==> config.mk <==
export PLATFORM = sky130hd
export DESIGN_NAME = sorted_list_insert_delete
export DESIGN_NICKNAME = d
export VERILOG_FILES = /design/src/rtl/core/slid_pkg.sv /design/src/rtl/core/sorted_list_insert_delete.sv /design/src/rtl/core/slid_ram.sv
export SDC_FILE = /design/constraint.sdc
export NUM_CORES = 1
export LEC_CHECK = 0
export ABC_CLOCK_PERIOD_IN_PS = 5200
export BUFFER_PORTS_ARGS = -buffer_cell sky130_fd_sc_hd__buf_2
export CAP_MARGIN = 20
export CORE_UTILIZATION = 58
export CTS_BUF_LIST = sky130_fd_sc_hd__clkbuf_4
export DETAILED_ROUTE_END_ITERATION = 16
export HOLD_SLACK_MARGIN = 0.1
export PLACE_DENSITY_LB_ADDON = 0.08
export RECOVER_POWER = 50
export SLEW_MARGIN = 20
export SYNTH_ARGS = -nofsm -noshare
export SYNTH_HDL_FRONTEND = slang
export SYNTH_HIERARCHICAL = 1
export SYNTH_SLANG_ARGS = --single-unit
==> constraint.sdc <==
create_clock -name clk -period 5.2 [get_ports clk]
set_input_delay 0.78 -clock clk [delete_from_list [all_inputs] [get_ports clk]]
set_output_delay 0.78 -clock clk [all_outputs]
set_load 0.1 [all_outputs]
==> src/rtl/core/slid_pkg.sv <==
// Shared types and codes for the sorted list insert/delete block.
// Depends on nothing; imported by the top level.
`default_nettype none

package slid_pkg;

    // command codes
    localparam logic CMD_INSERT = 1'b0;
    localparam logic CMD_DELETE = 1'b1;

    // status codes
    localparam logic [1:0] ST_DONE     = 2'd0;
    localparam logic [1:0] ST_FULL     = 2'd1;
    localparam logic [1:0] ST_NOTFOUND = 2'd2;

    localparam int unsigned VALUE_W = 32;
    localparam int unsigned COUNT_W = 5;

    typedef enum logic [5:0] {
        S_IDLE    = 6'b000001,
        S_INS     = 6'b000010,
        S_INS_PUT = 6'b000100,
        S_DEL     = 6'b001000,
        S_LIST    = 6'b010000,
        S_LWAIT   = 6'b100000
    } state_t;

endpackage : slid_pkg

`default_nettype wire

==> src/rtl/core/sorted_list_insert_delete.sv <==
// Sorted list store with insert and delete, listing the whole store after each command.
// Depends on slid_pkg and slid_ram.
// One command word at a time. The store pass reads the RAM one entry a cycle: insert
// walks down from the top, delete walks up; listing then gives one word a cycle while
// the master side is not stalling. The RAM read port sets this pace.
// Reset empties the list; store contents need no reset.
`default_nettype none

module sorted_list_insert_delete #(
    parameter int unsigned DEPTH = 16
) (
    input  wire logic        clk,
    input  wire logic        rst_n,
    // slave side
    input  wire logic        s_tvalid,
    output logic             s_tready,
    input  wire logic [31:0] s_tdata,   // [31:0] value
    input  wire logic        s_tuser,   // [0] cmd
    // master side
    output logic             m_tvalid,
    input  wire logic        m_tready,
    output logic [39:0]      m_tdata,   // [31:0] element_value, [33:32] status,
                                        // [38:34] entry_count, [39] zero
    output logic             m_tuser,   // [0] element_valid
    output logic             m_tlast
);

    import slid_pkg::*;

    localparam int unsigned AW = $clog2(DEPTH);
    localparam int unsigned CW = $clog2(DEPTH + 1);

    state_t               state_reg, state_next;
    logic signed [31:0]   value_reg, value_next;
    logic [AW-1:0]        idx_reg, idx_next;
    logic [CW-1:0]        count_reg, count_next;
    logic                 found_reg, found_next;
    logic [1:0]           status_reg, status_next;

    logic                 out_valid_reg, out_valid_next;
    logic signed [31:0]   out_value_reg, out_value_next;
    logic                 out_elem_reg, out_elem_next;
    logic                 out_last_reg, out_last_next;
    logic [1:0]           out_status_reg, out_status_next;
    logic [CW-1:0]        out_count_reg, out_count_next;

    logic                 ram_we, ram_re;
    logic [AW-1:0]        ram_waddr, ram_raddr;
    logic [31:0]          ram_wdata, ram_rdata;
    logic signed [31:0]   rd_val;

    logic                 accept, out_free;
    logic [CW-1:0]        cnt_m1;
    logic                 at_end;

    slid_ram #(
        .DEPTH (DEPTH),
        .WIDTH (VALUE_W)
    ) u_ram (
        .clk   (clk),
        .we    (ram_we),
        .waddr (ram_waddr),
        .wdata (ram_wdata),
        .re    (ram_re),
        .raddr (ram_raddr),
        .rdata (ram_rdata)
    );

    assign rd_val   = $signed(ram_rdata);
    assign s_tready = (state_reg == S_IDLE);
    assign accept   = s_tvalid && s_tready;
    assign out_free = !out_valid_reg || m_tready;
    assign cnt_m1   = count_reg - CW'(1);
    assign at_end   = (CW'(idx_reg) == cnt_m1);

    always_comb
    begin
        state_next      = state_reg;
        value_next      = value_reg;
        idx_next        = idx_reg;
        count_next      = count_reg;
        found_next      = found_reg;
        status_next     = status_reg;
        out_valid_next  = out_valid_reg && !m_tready;
        out_value_next  = out_value_reg;
        out_elem_next   = out_elem_reg;
        out_last_next   = out_last_reg;
        out_status_next = out_status_reg;
        out_count_next  = out_count_reg;
        ram_we          = 1'b0;
        ram_waddr       = '0;
        ram_wdata       = '0;
        ram_re          = 1'b0;
        ram_raddr       = '0;

        unique case (state_reg)
            S_IDLE:
            begin
                if (accept)
                begin
                    value_next  = $signed(s_tdata);
                    status_next = ST_DONE;
                    found_next  = 1'b0;
                    if (s_tuser == CMD_INSERT)
                    begin
                        if (count_reg == CW'(DEPTH))
                        begin
                            status_next = ST_FULL;
                            state_next  = S_LIST;
                        end
                        else if (count_reg == '0)
                        begin
                            ram_we     = 1'b1;
                            ram_waddr  = '0;
                            ram_wdata  = s_tdata;
                            count_next = CW'(1);
                            state_next = S_LIST;
                        end
                        else
                        begin
                            ram_re     = 1'b1;
                            ram_raddr  = AW'(cnt_m1);
                            idx_next   = AW'(cnt_m1);
                            state_next = S_INS;
                        end
                    end
                    else
                    begin
                        if (count_reg == '0)
                        begin
                            status_next = ST_NOTFOUND;
                            state_next  = S_LIST;
                        end
                        else
                        begin
                            ram_re     = 1'b1;
                            ram_raddr  = '0;
                            idx_next   = '0;
                            state_next = S_DEL;
                        end
                    end
                end
            end

            // walking down: entries above the value move up by one
            S_INS:
            begin
                ram_we    = 1'b1;
                ram_waddr = idx_reg + AW'(1);
                if (rd_val > value_reg)
                begin
                    ram_wdata = ram_rdata;
                    if (idx_reg == '0)
                    begin
                        state_next = S_INS_PUT;
                    end
                    else
                    begin
                        ram_re     = 1'b1;
                        ram_raddr  = idx_reg - AW'(1);
                        idx_next   = idx_reg - AW'(1);
                    end
                end
                else
                begin
                    ram_wdata  = value_reg;
                    count_next = count_reg + CW'(1);
                    state_next = S_LIST;
                end
            end

            S_INS_PUT:
            begin
                ram_we     = 1'b1;
                ram_waddr  = '0;
                ram_wdata  = value_reg;
                count_next = count_reg + CW'(1);
                state_next = S_LIST;
            end

            // walking up: after the first match, every entry moves down by one
            S_DEL:
            begin
                if (found_reg)
                begin
                    ram_we    = 1'b1;
                    ram_waddr = idx_reg - AW'(1);
                    ram_wdata = ram_rdata;
                end
                else if (rd_val == value_reg)
                begin
                    found_next = 1'b1;
                end
                if (at_end)
                begin
                    if (found_reg || (rd_val == value_reg))
                    begin
                        count_next = cnt_m1;
                    end
                    else
                    begin
                        status_next = ST_NOTFOUND;
                    end
                    state_next = S_LIST;
                end
                else
                begin
                    ram_re    = 1'b1;
                    ram_raddr = idx_reg + AW'(1);
                    idx_next  = idx_reg + AW'(1);
                end
            end

            S_LIST:
            begin
                if (count_reg == '0)
                begin
                    if (out_free)
                    begin
                        out_valid_next  = 1'b1;
                        out_value_next  = '0;
                        out_elem_next   = 1'b0;
                        out_last_next   = 1'b1;
                        out_status_next = status_reg;
                        out_count_next  = count_reg;
                        state_next      = S_IDLE;
                    end
                end
                else
                begin
                    ram_re     = 1'b1;
                    ram_raddr  = '0;
                    idx_next   = '0;
                    state_next = S_LWAIT;
                end
            end

            S_LWAIT:
            begin
                if (out_free)
                begin
                    out_valid_next  = 1'b1;
                    out_value_next  = rd_val;
                    out_elem_next   = 1'b1;
                    out_last_next   = at_end;
                    out_status_next = status_reg;
                    out_count_next  = count_reg;
                    if (at_end)
                    begin
                        state_next = S_IDLE;
                    end
                    else
                    begin
                        ram_re    = 1'b1;
                        ram_raddr = idx_reg + AW'(1);
                        idx_next  = idx_reg + AW'(1);
                    end
                end
            end

            default:
            begin
                state_next = S_IDLE;
            end
        endcase
    end

    always_ff @(posedge clk or negedge rst_n)
    begin
        if (!rst_n)
        begin
            state_reg     <= S_IDLE;
            count_reg     <= '0;
            out_valid_reg <= 1'b0;
        end
        else
        begin
            state_reg     <= state_next;
            count_reg     <= count_next;
            out_valid_reg <= out_valid_next;
        end
    end

    always_ff @(posedge clk)
    begin
        value_reg      <= value_next;
        idx_reg        <= idx_next;
        found_reg      <= found_next;
        status_reg     <= status_next;
        out_value_reg  <= out_value_next;
        out_elem_reg   <= out_elem_next;
        out_last_reg   <= out_last_next;
        out_status_reg <= out_status_next;
        out_count_reg  <= out_count_next;
    end

    // status and count are fixed for the whole listing of a command
    assign m_tvalid = out_valid_reg;
    assign m_tdata  = {1'b0, COUNT_W'(out_count_reg), out_status_reg, out_value_reg};
    assign m_tuser  = out_elem_reg;
    assign m_tlast  = out_last_reg;

endmodule : sorted_list_insert_delete

`default_nettype wire

==> src/rtl/core/slid_ram.sv <==
// Single-port-write, single-port-read synchronous store, registered read data.
// Standalone; used by sorted_list_insert_delete.
`default_nettype none

module slid_ram #(
    parameter int unsigned DEPTH = 16,
    parameter int unsigned WIDTH = 32
) (
    input  wire logic                     clk,
    input  wire logic                     we,
    input  wire logic [$clog2(DEPTH)-1:0] waddr,
    input  wire logic [WIDTH-1:0]         wdata,
    input  wire logic                     re,
    input  wire logic [$clog2(DEPTH)-1:0] raddr,
    output logic      [WIDTH-1:0]         rdata
);

    logic [WIDTH-1:0] mem [DEPTH];

    always_ff @(posedge clk)
    begin
        if (we)
        begin
            mem[waddr] <= wdata;
        end
    end

    // read data holds while re is low
    always_ff @(posedge clk)
    begin
        if (re)
        begin
            rdata <= mem[raddr];
        end
    end

endmodule : slid_ram

`default_nettype wire

Word-level counts from Yosys, hierarchy flattened
Memories as Yosys holds them, arrays and structs flattened. A register that Yosys moved wholly into a read port is not among the register bits.
Cells that the tools add are included.

storage, ports and cells
  output and inout bits = 44
  latch bits = 0
  logic and storage cells = 163
  bits of input ports = 37
  register bits = 92
  bits in writable memories = 512
  memory bits (read-only) = 0
  memories kept = 1

cells by class
  bitwise logic cells = 0
  reduce and logical (&&, ||, !) cells = 21
  div/mod/pow operators = 0
  muxes and demuxes = 97
  shifts and indexed selects = 0
  equality and inequality tests = 27
  $lt $le $gt $ge = 1
  $mul = 0
  add/sub/neg operators = 4

memory list
  name       words  width  rd ports  clocked after memory_dff  write ports  RTL line        source
  u_ram.mem  16     32     1         1                         1            slid_ram.sv:18  logic [WIDTH-1:0] mem [DEPTH];

operator list
  operator            count
  $mux 32             9
  $pmux 32 s4         1
  $mux 4              18
  $pmux 32 s2         1
  $mux 5              12
  $mux 6              9
  $pmux 6 s6          1
  $eq 32x32->1        1
  $gt 32x32->1        1
  $mux 1              26
  $ne 2x2->1 const B  12
  $pmux 4 s5          1
  $pmux 5 s4          1
  $pmux 4 s4          1
  $mux 2              7
  $ne 3x3->1 const B  4
  $pmux 5 s2          1
  $pmux 1 s2          4
  $pmux 2 s2          2
  $pmux 4 s2          1
  $reduce_and 4->1    2
  $reduce_and 8->1    1
  $reduce_and 7->1    1
  $eq 6x1->1 const B  1
  other kinds (25)    32

Depth between registers and ports, before layout
Gate-level depths: netlist of the first run.

  depth in word-level cells = 8
  mapped depth = 15
  depth with buffers taken out = 13

Hierarchy
Netlist of the first run, hierarchy kept.

modules (own cells, without submodules)
  module                     area an instance (um^2)  cells an instance  times used  seq. area each (um^2)
  slid_ram                   20,155.6                 838                1           16,335.7
  sorted_list_insert_delete  5,605.4                  549                1           2,703.8

Least setup slack after synthesis of the first run
No wires, ideal clock.

  kind = register -> register
  from = register state_reg[5]
  to = memory u_ram.mem[0][0], enable pin
  slack = -92 ps
  data arrival time = 4,831 ps
  cell stages (with the launch flop) = 10
  path buffers = 1
  period minus slack after synthesis = 5,292 ps
  setup time = 461 ps
  data required time = 4,739 ps
  cell sequence = dfrtp_1 > buf_2 > nor4_1 > nand3b_1 > inv_2 > nand2_1 > nor3_2 > or3_1 > or3b_2 > nor3_1

between the ends
  cells in the longest elaborated chain, start to end = 6
  elaborated cells on any way between the ends = 11
  those cells by class = eq/ne (4); mux (5); reduce/logical (2)

ends and longest elaborated chain
  what                            RTL line                          source
  from (decl)                     sorted_list_insert_delete.sv:33   state_t state_reg, state_next;
  from (signal assigned)          sorted_list_insert_delete.sv:278  state_reg <= state_next;
  $eq 6x1->1 *                    sorted_list_insert_delete.sv:70   assign s_tready = (state_reg == S_IDLE);
  via s_tready                    sorted_list_insert_delete.sv:16   output logic s_tready,
  $logic_and 1x1->1               sorted_list_insert_delete.sv:71   assign accept = s_tvalid && s_tready;
  $mux 1                          sorted_list_insert_delete.sv:99   if (accept)
  $pmux 1 s3 *                    sorted_list_insert_delete.sv:96   unique case (state_reg)
  via ram_we                      sorted_list_insert_delete.sv:47   logic ram_we, ram_re;
  $mux 1 *                        slid_ram.sv:22                    if (we)
  $mux 1 (implied by the code) *  slid_ram.sv:24                    mem[waddr] <= wdata;
  to (decl)                       slid_ram.sv:18

Mark *: on every way through the listed nets, which the timed path passes. The rest lies on a longest branch.

Worst setup path after layout of the first run
  from = register u_ram.rdata[15] (read register of u_ram.mem)
  to = register u_ram.rdata[25] (read register of u_ram.mem) (data pin)

between the ends
  cells in the longest elaborated chain, start to end = 3
  elaborated cells on any way between the ends = 5
  those cells by class = order compare (1); mux (4)

ends and longest elaborated chain
  what              RTL line                          source
  from (decl)       slid_ram.sv:15                    output logic [WIDTH-1:0] rdata
  $gt 32x32->1      sorted_list_insert_delete.sv:150  if (rd_val > value_reg)
  $mux 4            sorted_list_insert_delete.sv:150
  $pmux 4 s4        sorted_list_insert_delete.sv:96
  via ram_raddr[0]  sorted_list_insert_delete.sv:48   logic [AW-1:0] ram_waddr, ram_raddr;

The timed path passes the listed nets, and every way through them passes these cells.
A chain may end at the register's enable or synchronous reset.

==> key figures, run 1 <==
Worst setup path
  – CP arrival: 5.61 ns
  – R2R depth: 13
  – WS Path Type: flop to flop
  – Startpoint types: flop
  – Worst setup EP type: flop
  – CP required: 5.87 ns
  – Largest fanout on the critical path: 26
  – R2r endpoint: u_ram/rdata[25]
  – Worst reg2reg path startpoint: u_ram/rdata[15]
  – Reg2Reg Setup Slack: 0.26 ns

Synth
  – #FFs+latches synth: 636
  – Syn. warnings: 6
  – Post-synth ARST share: 1.89%
  – Cell Area, Synth: 25800 um2
  – Post-synth top cells: 624 x edfxtp_1, 128 x mux4_2, 73 x nand2_1, 72 x inv_1, 66 x a22oi_1
  – Area leader, netlist: edfxtp_1
  – Post-Synthesis Cells: roughly 1.4k
  – Netlist cell types: 68
  – Top FF cell, synth: edfxtp_1
  – Top post-synthesis cells by area: edfxtp_1 73%, mux4_2 11%, a22oi_1 1.9%
  – Most common cell in the synthesized netlist: edfxtp_1
  – Post-synthesis sequential area ratio: ~74%
  – Number of synthesized flops with an enable pin: around 620
  – Share of the synthesized area in the top cell type: 72.7%
  – Post-synthesis average cell area: 18.6 um2
  – Syn_nets: 1462

STA
  – Highest Clock Rate: 0.203 GHz
  – Final Skew: 0.0650 ns
  – Final Max Slew Viols: 46
  – Tmin final: 4.94 ns
  – RSZ-0062 raised after global routing: false
  – Worst slew pin tran: 2.24 ns
  – Final setup TNS: 0 ns
  – Slew HR: -49.1%
  – Fin Hold WS: 0.283 ns
  – Setup violators final: 0
  – Share of the clock period used by the worst path: 95.0%
  – Final hold vios: 0

Power
  – Pleak: between 9 and 10 nW
  – Peak VDD IR: about 0.35 mV
  – Pwr dens: 508 nW/um2

Drt
  – Routed Antenna Nets: 0
  – Routed len/inst: 26.4 um
  – DRT iter0 DRCs: between 1.5k and 2k
  – DRT Pass-1 Iters: 7
  – Routed WL: 61200 um
  – DRC: 0
  – Post-DR vias/cell: slightly above 6
  – Vias: 14.3k

Min path
  – Hold Path Origin: s_tuser
  – WHS Endpoint: state_reg[3]
  – WHS Path Cells: 3
  – Min-delay worst type: input port to flop

Clock tree
  – Post_cts resized: 0
  – Hold_buf cts: 35
  – Clock Latency Late Sink: between 0.9 and 1 ns
  – H-tree Lvls: 4
  – Num CTS Buffers: 158
  – Max Buffers Root-to-Sink: 3
  – Root buf cell: clkbuf_4
  – CTS clk-pin slew, worst paths: 0.06 ns
  – Post-CTS Setup Repair Bufs: 0
  – CTS tree: done
  – # clock sinks: 636

Placed design
  – DP Wirelength: 32900 um
  – Port Buffers: 79
  – Dpl cells: 2017
  – Final GP Congestion: just under 0.9

Cells and area
  – Largest reg by FF count: u_ram/mem
  – Fin nets: 1702
  – Register Area: between 15000 and 20000 um2
  – Final std cells w/o fill: about 2.3k
  – Layout cells sized above 1: 24.7%
  – Multi-input logic area: ~6000 um2
  – Fill cells: 3029
  – Area grow syn2layout: 13.2%
  – Number of flip-flops in the largest register: 512

Die
  – Core Box Area: 43500 um2
  – Die footprint: 45300 um2
  – Die Y: 213 um
  – Core Rows: 76
  – Initial Util: 59.3%
  – Die span in x: 213 um
  – I/O Pins: between 80 and 90

GRT
  – GRT overflow: 0
  – Vias in the first global route: 14.7k
  – Initial antenna violation count: 3
  – GRT Total Usage: 28.7%
  – First-pass GRT wire length: 90800 um
  – Largest net degree at the start of global routing: 101

Flow run
  – Max Cap Viol: 2

Run status
  – Outcome: complete, but fails checks
  – Failing checks: max-capacitance violations, max-slew violations
## worst max-delay path, cell delays in order, from the launching register on
cell and delay (ns):
edfxtp_1 0.41, ha_1 0.33, nand4_1 0.27, nor3_1 0.58
o21ai_0 0.22, a31oi_1 0.32, o211ai_1 0.26, a21oi_1 0.37
nor2_1 0.16, o22ai_4 0.24, buf_4 0.49, mux4_2 0.59
a22oi_1 0.31, nand2_1 0.10
## worst max path at each step
stage | to | startpoint | slack, ns
floorplan | u_ram/mem[8][0] | state_reg[5] | 0.25
global placement | u_ram/rdata[25] | u_ram/rdata[30] | 0.55
detailed placement | u_ram/rdata[25] | u_ram/rdata[15] | 0.41
CTS | u_ram/rdata[25] | u_ram/rdata[30] | 0.36
global route | u_ram/rdata[25] | u_ram/rdata[30] | 0.09
finish | u_ram/rdata[25] | u_ram/rdata[15] | 0.26
## stage by stage
| stage | area [um2] | util (%) | setup WS, ns | total power, mW |
|---|---|---|---|---|
| 6_report | 29200 | 67.1 | 0.262 | 14.8 |
| 5_1_grt | 29200 | 67.1 | 0.0883 | 15.6 |
| 4_1_cts | 29500 | 67.8 | 0.359 | 15.0 |
| 3_5_place_dp | 27200 | 62.6 | 0.411 | 11.0 |
| 3_3_place_gp | 27200 | 62.6 | 0.555 | 10.9 |
| 2_1_floorplan | 25800 | - | 0.249 | 9.73 |
## report_power, final
part,internal (mW),switching [mW]
clock network,2.05,1.92
registers,6.48,0.334
logic,1.51,2.54
## layout by cell type (no fill, tap or decap), types with 7 or more instances in the layout
| cell type | count |
|---|---|
| clkinv_2 | 7 |
| a21oi_1 | 29 |
| a222oi_1 | 32 |
| nand4_1 | 7 |
| edfxtp_1 | 624 |
| and2_1 | 8 |
| nor2_1 | 43 |
| clkbuf_1 | 80 |
| buf_12 | 12 |
| clkbuf_4 | 220 |
| dlygate4sd3_1 | 35 |
| clkinv_1 | 31 |
| nand2_1 | 73 |
| ha_1 | 38 |
| mux4_2 | 128 |
| inv_1 | 72 |
| buf_4 | 18 |
| o21ai_0 | 27 |
| and2_0 | 25 |
| a22oi_1 | 66 |
| nand3_1 | 8 |
| dfrtp_1 | 11 |
| nor3_1 | 18 |
## cells by family after synthesis
kind of cell	Yosys count	synth area share, %
simple gates	222	4.29
other cells	1	0.0146
mux	132	11.4
flops	636	73.9
buf+inv	147	2.47
compound gates	201	5.77
xor+xnor	10	0.340
fa+ha+maj	38	1.85
## area by class of cell
cell class,count,area share (%)
Clock buffer,220,5.66
Inverter,73,0.939
Antenna cell,1,0.00858
Sequential cell,636,65.3
Multi-Input combinational cell,604,21.1
Clock inverter,47,0.862
Tap cell,585,2.51
Timing Repair Buffer,154,3.67
## routing by layer
metal	part of all wire, %	track usage (%)	vias up
met5	0.016	0	-
li1	-	-	6211
met4	2.9	12.2	2
met2	49	45.0	643
met1	40	38.4	7323
met3	8.0	7.59	130
(Power assumes the default switching activity.)
==> inputs of run 2 (changes only) <==
--- a/config.mk
+++ b/config.mk
@@ -5,9 +5,9 @@
 export SDC_FILE = /design/constraint.sdc
 export NUM_CORES = 1
 export LEC_CHECK = 0
+export ABC_AREA = 1
 export ABC_CLOCK_PERIOD_IN_PS = 5200
 export BUFFER_PORTS_ARGS = -buffer_cell sky130_fd_sc_hd__buf_2
-export CAP_MARGIN = 20
 export CORE_UTILIZATION = 58
 export CTS_BUF_LIST = sky130_fd_sc_hd__clkbuf_4
 export DETAILED_ROUTE_END_ITERATION = 16
@@ -17,5 +17,4 @@
 export SLEW_MARGIN = 20
 export SYNTH_ARGS = -nofsm -noshare
 export SYNTH_HDL_FRONTEND = slang
-export SYNTH_HIERARCHICAL = 1
 export SYNTH_SLANG_ARGS = --single-unit
==> run 2 against run 1 <==
Net effect: the run still ends with max-capacitance violations, max-slew violations left; first-iteration DRC count increased by 41%; count of clock-buffer cells in the layout rose by 18; combinational power increased by 40%; final cell count grew 62%; clock skew shrank 0.019 ns; power up 15%; sequential cell count unchanged; synthesized area increased by 12%; non-clock buffer count up 19; global-route usage is 2.2 points higher; worst hold slack better by 0.051 ns; largest power group unchanged.
==> key figures, run 2 <==
Drt
  – DRC: 0 (unchanged)
  – Routed Antenna Nets: 0 (unchanged)
  – DRT iter0 DRCs: 2256 (was 1605)
  – DRT Pass-1 Iters: 5 (was 7)
  – Routed len/inst: 20.4 um (was 26.4 um)
  – Vias: 20.9k (was 14.3k)
  – Routed WL: 76700 um (was 61200 um)
  – Post-DR vias/cell: 5.57 (was 6.17)

Clock tree
  – CTS tree: done (unchanged)
  – H-tree Lvls: 4 (unchanged)
  – Post-CTS Setup Repair Bufs: 0 (unchanged)
  – Clock Latency Late Sink: 1.04 ns (was 0.97 ns)
  – Post_cts resized: 0 (unchanged)
  – Root buf cell: clkbuf_4 (unchanged)
  – # clock sinks: 636 (unchanged)
  – CTS clk-pin slew, worst paths: 0.06 ns (about the same)
  – Num CTS Buffers: 165 (was 158)
  – Max Buffers Root-to-Sink: 3 (unchanged)

Worst setup path
  – CP arrival: 5.20 ns (was 5.61 ns)
  – R2R depth: 10 (was 13)
  – R2r endpoint: u_ram.rdata[12] (was u_ram/rdata[25])
  – Reg2Reg Setup Slack: 0.62 ns (was 0.26 ns)
  – Startpoint types: flop (unchanged)
  – Largest fanout on the critical path: 33 (was 26)
  – Worst setup EP type: flop (unchanged)
  – WS Path Type: flop to flop (unchanged)
  – Worst reg2reg path startpoint: state_reg[0] (was u_ram/rdata[15])
  – Critical Path Start: state_reg[0] (was u_ram/rdata[15])
  – CP required: 5.83 ns (was 5.87 ns)

Die
  – Die footprint: 50500 um2 (was 45300 um2)
  – Die span in x: 225 um (was 213 um)
  – I/O Pins: 81 (unchanged)
  – Core Rows: 81 (was 76)
  – Initial Util: 58.8% (was 59.3%)
  – Die Y: 225 um (was 213 um)
  – Core Box Area: 49000 um2 (was 43500 um2)

STA
  – Worst slew pin tran: 2.68 ns (was 2.24 ns)
  – RSZ-0062 raised after global routing: false (unchanged)
  – Share of the clock period used by the worst path: 88.0% (was 95.0%)
  – Final setup TNS: 0 ns (unchanged)
  – Setup violators final: 0 (unchanged)
  – Highest Clock Rate: 0.219 GHz (was 0.203 GHz)
  – Final Skew: 0.0459 ns (was 0.0650 ns)
  – Slew HR: -79.1% (was -49.1%)
  – Final Max Slew Viols: 89 (was 46)
  – Fin Hold WS: 0.334 ns (was 0.283 ns)
  – Tmin final: 4.58 ns (was 4.94 ns)
  – Final hold vios: 0 (unchanged)

Cells and area
  – Leading cell type in the layout, fill and taps excluded: nand2_1 (was edfxtp_1)
  – Number of flip-flops in the largest register: 512 (unchanged)
  – Fin nets: 3046 (was 1702)
  – Area grow syn2layout: 12.0% (was 13.2%)
  – Layout Cell Area excl Fill: 32200 um2 (was 29200 um2)
  – Largest reg by FF count: u_ram.mem (was u_ram/mem)
  – Layout cells sized above 1: 11.4% (was 24.7%)
  – Most frequent cells in the layout: 1187 x nand2_1, 624 x edfxtp_1, 308 x nand3_1, 239 x clkbuf_4, 205 x inv_1 (was 624 x edfxtp_1, 220 x clkbuf_4, 128 x mux4_2, 80 x clkbuf_1, 73 x nand2_1)

GRT
  – First-pass GRT wire length: 115000 um (was 90800 um)
  – Largest net degree at the start of global routing: 184 (was 101)
  – Vias in the first global route: 19.6k (was 14.7k)
  – GRT Total Usage: 30.9% (was 28.7%)
  – GRT overflow: 0 (unchanged)
  – Initial antenna violation count: 2 (was 3)

Power
  – Pleak: 13.5 nW (was 9.83 nW)
  – Peak VDD IR: 0.303 mV (was 0.354 mV)
  – Pwr dens: 530 nW/um2 (was 508 nW/um2)
  – Sw Share: 38.3% (was 32.3%)
  – Int Pwr: 10.5 mW (was 10.0 mW)
  – NetSw: 6.53 mW (was 4.79 mW)
  – Share of power burned in combinational logic: 33.2% (was 27.3%)
  – Clock share of power: 26.0% (was 26.7%)
  – Sequential share of power: 40.8% (was 46.0%)

Synth
  – Most common cell in the synthesized netlist: nand2_1 (was edfxtp_1)
  – Number of synthesized flops with an enable pin: 624 (unchanged)
  – Post-synth top cells: 1188 x nand2_1, 624 x edfxtp_1, 308 x nand3_1, 204 x inv_1, 86 x nor2_1 (was 624 x edfxtp_1, 128 x mux4_2, 73 x nand2_1, 72 x inv_1, 66 x a22oi_1)
  – Post-synthesis sequential area ratio: 66.2% (was 73.9%)
  – Syn. warnings: 0 (was 6)
  – Post-synthesis average cell area: 10.4 um2 (was 18.6 um2)
  – Post-synth ARST share: 1.89% (unchanged)
  – Syn_nets: 2853 (was 1462)
  – Top post-synthesis cells by area: edfxtp_1 65%, nand2_1 16%, nand3_1 5.4% (was edfxtp_1 73%, mux4_2 11%, a22oi_1 1.9%)
  – Area leader, netlist: edfxtp_1 (unchanged)
  – Share of the synthesized area in the top cell type: 65.1% (was 72.7%)
  – Post-Synthesis Cells: 2778 (was 1387)
  – #FFs+latches synth: 636 (unchanged)
  – Cell Area, Synth: 28800 um2 (was 25800 um2)
  – Top FF cell, synth: edfxtp_1 (unchanged)
  – Netlist cell types: 45 (was 68)

Placed design
  – Port Buffers: 79 (unchanged)
  – DP Wirelength: 41800 um (was 32900 um)
  – Final GP Congestion: 0.889 (was 0.893)
  – DP Area: 29900 um2 (was 27200 um2)

Run status
  – Outcome: complete, but fails checks (unchanged)
  – Failing checks: max-capacitance violations, max-slew violations (unchanged)

Min path
  – Hold Path Origin: s_tuser (unchanged)
  – Min-delay worst type: input port to flop (unchanged)
  – WHS Endpoint: idx_reg[3] (was state_reg[3])
  – WHS Path Cells: 4 (was 3)

Flow run
  – Max Cap Viol: 4 (was 2)
-- run 2: logic make-up (layout without fill, tap and decap cells) --
kind of cell / after synthesis / in the layout / share of synthesized area [%]
xor gates and xnor gates: 12 / 12 / 0.392
adders and majority gates: 38 / 38 / 1.65
other: 1 / 8 / 0.0130
AOI/OAI and AO/OA: 85 / 85 / 2.03
DFF: 636 / 636 / 66.2
buffers and inverters: 357 / 658 / 5.89
and+or+nand+nor: 1649 / 1649 / 23.8
-- run 2: critical path: stages, from the launching register on --
cell      delay (ns)
dfstp_2         0.53
inv_1           0.05
nor2_1          0.10
nand2_1         0.06
nor2_1          0.39
inv_1           0.21
nor2_1          0.27
clkbuf_1        1.54
nand3_1         0.18
nand4_1         0.19
clkbuf_4        0.64
-- run 2: worst max-delay path by stage --
stage,to,slack [ns],cells after the start
3_3_place_gp,u_ram.rdata[12],1.01,20
3_5_place_dp,u_ram.rdata[12],0.94,20
4_1_cts,u_ram.rdata[12],0.90,20
2_1_floorplan,u_ram.mem[0][0],1.25,10
6_report,u_ram.rdata[12],0.62,10
5_1_grt,u_ram.rdata[12],0.32,15
-- run 2: what timing repair did --
| action | in CTS | in global routing |
|---|---|---|
| hold endpoints to repair | 46 | 0 |
| setup endpoints to repair | 0 | 0 |
| hold buffers | 37 | 0 |
-- run 2: layer usage --
layer / up-vias / part of all wire, % / global-route usage (%)
li1: 9762 / - / -
met5: - / 0 / 0
met4: 0 / 2.0 / 9.92
met2: 952 / 45 / 46.5
met1: 10042 / 43 / 44.3
met3: 133 / 9.6 / 7.81
-- run 2: final cells by class --
class	instances	area, um2
well taps	664	831
diodes	7	17.5
clock inverters	37	332
inverters	210	795
multi-input cells	1785	8200
clock buffers	238	1790
repair buffers	173	1210
flip-flops and latches	636	19000
fillers	3948	16700
-- run 2: through the flow --
| stage | util (%) | setup WS [ns] | power (mW) | cells |
|---|---|---|---|---|
| floorplan | - | 1.25 | 11.0 | 2778 |
| detailed placement | 61.1 | 0.939 | 12.7 | 3431 |
| global route | 65.8 | 0.320 | 18.1 | 3750 |
| finish | 65.8 | 0.624 | 17.1 | 3750 |
| global placement | 61.1 | 1.01 | 12.6 | 3430 |
| CTS | 66.2 | 0.896 | 17.1 | 3743 |
-- run 2: power groups by stage --
stage / Clock (mW) / Combinational [mW] / Sequential, mW
floorplan: 0 / 3.95 / 7.01
detailed placement: 0 / 5.64 / 7.04
CTS: 4.52 / 5.69 / 6.94
finish: 4.43 / 5.67 / 6.96
global route: 4.77 / 6.29 / 7.00
global placement: 0 / 5.56 / 7.03
